<file path="src/rtl/ctl_pkg.sv">
// Shared types and constants for the C token lexer.
// Holds the result record, the burst of records one source word produces,
// token kind codes, character codes and the operator tables. No dependencies.
package ctl_pkg;

  localparam int unsigned POS_W = 25;
  localparam int unsigned MAX_SOURCE_BYTES = 16777216;
  // Positions saturate here: the source limit, or the largest 25-bit value.
  localparam logic [POS_W-1:0] POS_CAP =
    (MAX_SOURCE_BYTES < 33554431) ? POS_W'(MAX_SOURCE_BYTES) : '1;

  localparam int unsigned RES_MAX  = 3;
  localparam int unsigned Q_DEPTH  = 8;
  localparam int unsigned Q_PTR_W  = $clog2(Q_DEPTH);
  localparam int unsigned Q_CNT_W  = Q_PTR_W + 1;
  localparam int unsigned RES_CNT_W = $clog2(RES_MAX + 1);

  // Token kinds.
  localparam logic [5:0] K_IDENT       = 6'd0;
  localparam logic [5:0] K_INT         = 6'd1;
  localparam logic [5:0] K_FLOAT       = 6'd2;
  localparam logic [5:0] K_STRING      = 6'd3;
  localparam logic [5:0] K_CHAR        = 6'd4;
  localparam logic [5:0] K_MULTI_BASE  = 6'd5;
  localparam logic [5:0] K_SINGLE_BASE = 6'd33;
  localparam logic [5:0] K_UNKNOWN     = 6'd57;
  localparam logic [5:0] K_END         = 6'd58;

  // Character codes that have no printable literal form.
  localparam logic [7:0] CH_NUL   = 8'h00;
  localparam logic [7:0] CH_TAB   = 8'h09;
  localparam logic [7:0] CH_NL    = 8'h0A;
  localparam logic [7:0] CH_CR    = 8'h0D;
  localparam logic [7:0] CH_SPACE = 8'h20;
  localparam logic [7:0] CH_DQUOTE = 8'h22;
  localparam logic [7:0] CH_SQUOTE = 8'h27;
  localparam logic [7:0] CH_BSLASH = 8'h5C;

  // Operators of two and three characters, in match priority order.
  // Two-character entries carry a zero third byte.
  localparam int unsigned N_MULTI = 28;
  localparam logic [23:0] MULTI_OPS [N_MULTI] = '{
    {"<", "<", "<"}, {">", ">", ">"}, {".", ".", "."}, {"<", "=", ">"},
    {"-", ">", "*"}, {"-", ">", CH_NUL}, {".", "*", CH_NUL}, {":", ":", CH_NUL},
    {"+", "+", CH_NUL}, {"-", "-", CH_NUL}, {"+", "=", CH_NUL}, {"-", "=", CH_NUL},
    {"*", "=", CH_NUL}, {"/", "=", CH_NUL}, {"%", "=", CH_NUL}, {"=", "=", CH_NUL},
    {"!", "=", CH_NUL}, {"<", "=", CH_NUL}, {">", "=", CH_NUL}, {"&", "&", CH_NUL},
    {"|", "|", CH_NUL}, {"<", "<", "="}, {">", ">", "="}, {"<", "<", CH_NUL},
    {">", ">", CH_NUL}, {"&", "=", CH_NUL}, {"|", "=", CH_NUL}, {"^", "=", CH_NUL}
  };

  localparam int unsigned N_SINGLE = 24;
  localparam logic [7:0] SINGLE_OPS [N_SINGLE] = '{
    "(", ")", "{", "}", "[", "]", ";", ",", ".", "=", "+", "-",
    "*", "/", "%", "<", ">", "!", "&", "|", "^", "~", "?", ":"
  };

  typedef struct packed {
    logic [5:0]       token_kind;
    logic [POS_W-1:0] span_begin;
    logic [POS_W-1:0] span_end;
    logic [POS_W-1:0] start_line;
    logic [POS_W-1:0] start_column;
    logic             run_last;
  } rec_t;

  // All tokens that one source word produces, oldest in slot 0.
  typedef struct packed {
    logic [RES_CNT_W-1:0] cnt;
    rec_t [RES_MAX-1:0]   rec;
  } burst_t;

endpackage

</file>
<file path="src/rtl/ctl_out_q.sv">
// Result queue: takes a burst of up to three tokens per cycle, hands out one.
// Depends on ctl_pkg for the record and burst types and the queue depth.
module ctl_out_q (
  input  logic                      clk,
  input  logic                      rst_n,
  input  logic                      push_en,
  input  ctl_pkg::burst_t           push,
  input  logic                      pop,
  output ctl_pkg::rec_t             head,
  output logic [ctl_pkg::Q_CNT_W-1:0] count
);
  import ctl_pkg::*;

  rec_t                 mem_r [Q_DEPTH];
  logic [Q_PTR_W-1:0]   wr_ptr_r, rd_ptr_r;
  logic [Q_CNT_W-1:0]   cnt_r;
  logic [RES_CNT_W-1:0] push_n;

  assign push_n = push_en ? push.cnt : '0;

  always_ff @(posedge clk) begin
    for (int j = 0; j < RES_MAX; j++) begin
      if (RES_CNT_W'(j) < push_n) mem_r[wr_ptr_r + Q_PTR_W'(j)] <= push.rec[j];
    end
  end

  always_ff @(posedge clk) begin
    if (!rst_n) begin
      wr_ptr_r <= '0;
      rd_ptr_r <= '0;
      cnt_r    <= '0;
    end else begin
      wr_ptr_r <= wr_ptr_r + Q_PTR_W'(push_n);
      rd_ptr_r <= rd_ptr_r + Q_PTR_W'(pop);
      cnt_r    <= cnt_r + Q_CNT_W'(push_n) - Q_CNT_W'(pop);
    end
  end

  assign head  = mem_r[rd_ptr_r];
  assign count = cnt_r;

endmodule

</file>
<file path="config.mk">
export PLATFORM = sky130hd
export DESIGN_NAME = ctl_out_q
export DESIGN_NICKNAME = d
export VERILOG_FILES = /design/src/rtl/ctl_pkg.sv /design/src/rtl/ctl_out_q.sv
export SDC_FILE = /design/constraint.sdc
export NUM_CORES = 2
export LEC_CHECK = 0
export BUFFER_PORTS_ARGS = -buffer_cell sky130_fd_sc_hd__buf_2
export CAP_MARGIN = 20
export CORE_MARGIN = 8
export CORE_UTILIZATION = 55
export CTS_CLUSTER_DIAMETER = 30
export DETAILED_ROUTE_END_ITERATION = 12
export GPL_ROUTABILITY_DRIVEN = 1
export MAX_ROUTING_LAYER = met4
export PLACE_DENSITY = 0.79
export SLEW_MARGIN = 20
export SYNTH_ARGS = -nofsm -noshare
export SYNTH_HDL_FRONTEND = slang
export SYNTH_SLANG_ARGS = --single-unit
</file>
<file path="constraint.sdc">
create_clock -name clk -period 5.3 [get_ports clk]
set_clock_uncertainty 0.1 [all_clocks]
set_input_delay 0.53 -clock clk [delete_from_list [all_inputs] [get_ports clk]]
set_output_delay 0.53 -clock clk [all_outputs]
set_load 0.03 [all_outputs]
</file>
==> summary.txt <==
Yosys
  – Synth cell count leaders: 1,733 x nand2_1, 864 x nor2_1, 856 x a31oi_1, 856 x edfxtp_1, 344 x clkbuf_1
  – Warnings, synthesis: 0
  – Seq cells post-synth: 866
  – Netlist cell types: 36
  – Syn avg cell area: 9.27 um^2
  – Synth top area share: 50.7%
  – Most common cell in the synthesized netlist: nand2_1
  – Synth Instances: 5,467
  – Area leader, netlist: edfxtp_1
  – Synth area leaders: edfxtp_1 51%, nand2_1 13%, a31oi_1 11%
  – Post-synth EDFFs: 856
  – Synth Cell Area: 50,700 um^2
  – Total nets after synthesis: 5,803
  – Top_reg_cell synth: edfxtp_1
  – Seq/Total Area, Yosys: 51.1%
  – Async S/R FF share, synth: 0%

Global route
  – Overflow after GRT: 0
  – Largest net degree at the start of global routing: 215
  – First-pass GRT wire length: 274,000 um
  – Initial antenna violation count: 82
  – GRT Overall Usage: 36.1%
  – Vias in the first global route: 45,996

Worst hold path
  – HP Class: input port to register
  – Hold path depth: 3

Floorplanning
  – Core footprint: 91,500 um^2
  – Die area: 102,000 um^2
  – Die Wd: 320 um
  – Initial Util: 55.4%
  – Die Y-Extent: 320 um
  – Ports: 438
  – # rows: 111

Worst setup path
  – CP Capture Type: register
  – Startpoint types: register
  – CP arrival: 4.74 ns
  – Crit-path max cell delay: 0.90 ns
  – CP max-delay cell: nor2_4
  – CP required: 5.76 ns
  – Worst Setup SP: wr_ptr_r[0]
  – FF-to-FF path depth: 6
  – R2R Setup Slk: 1.03 ns
  – Worst setup path end: mem_r[2][85]
  – Setup CP Type: register to register
  – Critical Path, Cell by Cell: ha_1 -> xor2_2 -> nor2_4 -> buf_4 -> nand2_1 -> a31oi_1
  – Crit-path max FO: 49
  – Worst R2R Start: wr_ptr_r[0]
  – End of the worst register-to-register path: mem_r[2][85]

Clocking
  – PostCTS Resize Cnt: 0
  – CTS tree: done
  – Clk sink count: 866
  – CTS buffer count: 181
  – CTS H-tree lvls: 4
  – Longest Clk Path Bufs: 3
  – Clock transition at path regs: 0.05 ns
  – Post-CTS setup buffer count: 0
  – Root Driver: clkbuf_16
  – Clock latency on the worst-skew pair: 0.77 ns

Placement
  – Post-DP HPWL: 97,900 um
  – DP Area: 52,600 um^2
  – Port Buf Inserts: 437
  – Post-Place Setup Slack: 1.32 ns
  – GPL Wtd Cong: 0.855

Timing
  – Worst slew margin: 15.2%
  – Period utilisation layout: 80.7%
  – Worst Max-Slew Pin Slew: 1.27 ns
  – Min Tclk post-route: 4.27 ns
  – Final Hold Fails: 0
  – Final critical-path setup slack: 1.03 ns
  – Final Slew Violations: 0
  – Final setup vio count: 0
  – Fmax achieved: 234 MHz
  – Setup TNS Final: 0 ns
  – RSZ-0062 raised after global routing: false
  – Fin Hold WS: 0.0414 ns

Routing
  – Number of remaining DRC errors: 0
  – DRT Pass-1 Iters: 9
  – Routed WL: 186,000 um
  – Via/cell ratio: 6.77
  – WL/cell: 27.1 um
  – Detail Route Antenna Nets: 0
  – Initial DRC Count: 8,528
  – Vias: 46,363

Final layout
  – Share of layout cells above drive strength 1: 20.7%
  – Area growth syn-to-layout: 16.3%
  – Final instance area: 59,000 um^2
  – Area of the multi-input gates: 22,000 um^2
  – Nets: 5,752
  – Number of fill cells: 6,543
  – Register area: 25,900 um^2

Outcome
  – Outcome: complete, no violations

Pwr
  – Max VDD drop: 0.303 mV
  – PwrDens: 383 nW/um^2
  – LEAKAGE: 0.0222 uW

Run
  – Max_cap viols: 0
[metal layers]
metal | global-route usage [%] | routed length (um) | vias up
met5 | - | 0 | -
met4 | 22.2 | 10700 | 0
met3 | 11.6 | 30800 | 919
met2 | 52.3 | 83000 | 4430
met1 | 43.8 | 61000 | 21747
li1 | - | - | 19267
[through the flow]
stage / util [%] / std cells / total power (uW)
3_3_place_gp: 57.5 / 6418 / 11200
5_1_grt: 64.4 / 6833 / 23000
4_1_cts: 64.2 / 6754 / 22500
6_report: 64.4 / 6847 / 22600
3_5_place_dp: 57.5 / 6418 / 11300
2_1_floorplan: - / 5467 / 10300
[where the power goes]
group          switching, uW  total [uW]  internal [uW]
combinational           1990        3090           1100
clock                   3980       11300           7330
sequential               139        8170           8030
total                   6100       22600          16500
[worst max-delay path: cells and delay by family, from the launching register on]
| family | cells | cell delay [ns] |
|---|---|---|
| buf+inv | 1 | 0.77 |
| simple gates | 2 | 1.07 |
| compound gates | 1 | 0.32 |
| fa+ha+maj | 1 | 0.56 |
| flops | 1 | 0.75 |
| xor+xnor | 1 | 0.39 |
[cells by family (layout without fill, tap and decap cells)]
kind of cell             count (synthesis)  after routing  share of synthesized area [%]
AND/OR/NAND/NOR                       2636           2636                           19.7
AO/OA/AOI/OAI                          868            868                           10.7
flip-flops                             866            866                           51.1
buffers and inverters                  758            859                           6.12
multiplexers                           321            321                           11.9
adder cells (fa/ha/maj)                  9              9                          0.252
XOR/XNOR                                 9              9                          0.170
other                                    0             93                              0
[how the worst min path moves through the flow]
stage                      from           to  slack [ns]
floorplan           rd_ptr_r[0]  rd_ptr_r[0]        0.44
global placement       count[0]     count[0]        0.47
detailed placement     count[0]     count[0]        0.48
CTS                         pop  rd_ptr_r[0]        0.01
global route                pop  rd_ptr_r[0]        0.05
finish                      pop  rd_ptr_r[0]        0.04
[placed cells by master (no fill, tap or decap), drive strengths merged, types with 2 or more instances in the layout]
cell and instances:
mux2 107, xnor2 6, nand4b 2, buf 518
o32ai 2, o22ai 2, edfxtp 856, bufinv 21
and4 2, mux4 214, and4b 3, ha 7
nor2 865, nand3 11, fa 2, xor2 3
and2 9, clkbuf 204, inv 16, a22oi 4
a31oi 856, clkinv 77, dfxtp 10, nand2b 4
clkinvlp 22, diode 93, nor2b 4, nand2 1733
[state kept, by name, summed over array words and instances (netlist names)]
signal / count
count: 4
mem_r: 856
rd_ptr_r: 3
wr_ptr_r: 3
[final cells by class]
type | instances | area share, %
timing repair buffer | 519 | 5.54
clock buffer | 204 | 7.86
sequential | 866 | 43.9
tap | 1186 | 2.52
multi-input combinational | 3843 | 37.2
clock inverter | 131 | 2.48
antenna | 93 | 0.395
inverter | 5 | 0.0318
[what timing repair did]
item                       CTS  global route
hold endpoints to repair    10             0
setup endpoints to repair    0             0
hold buffers                 1             0
Note: power is estimated with default switching activity, not from simulation.
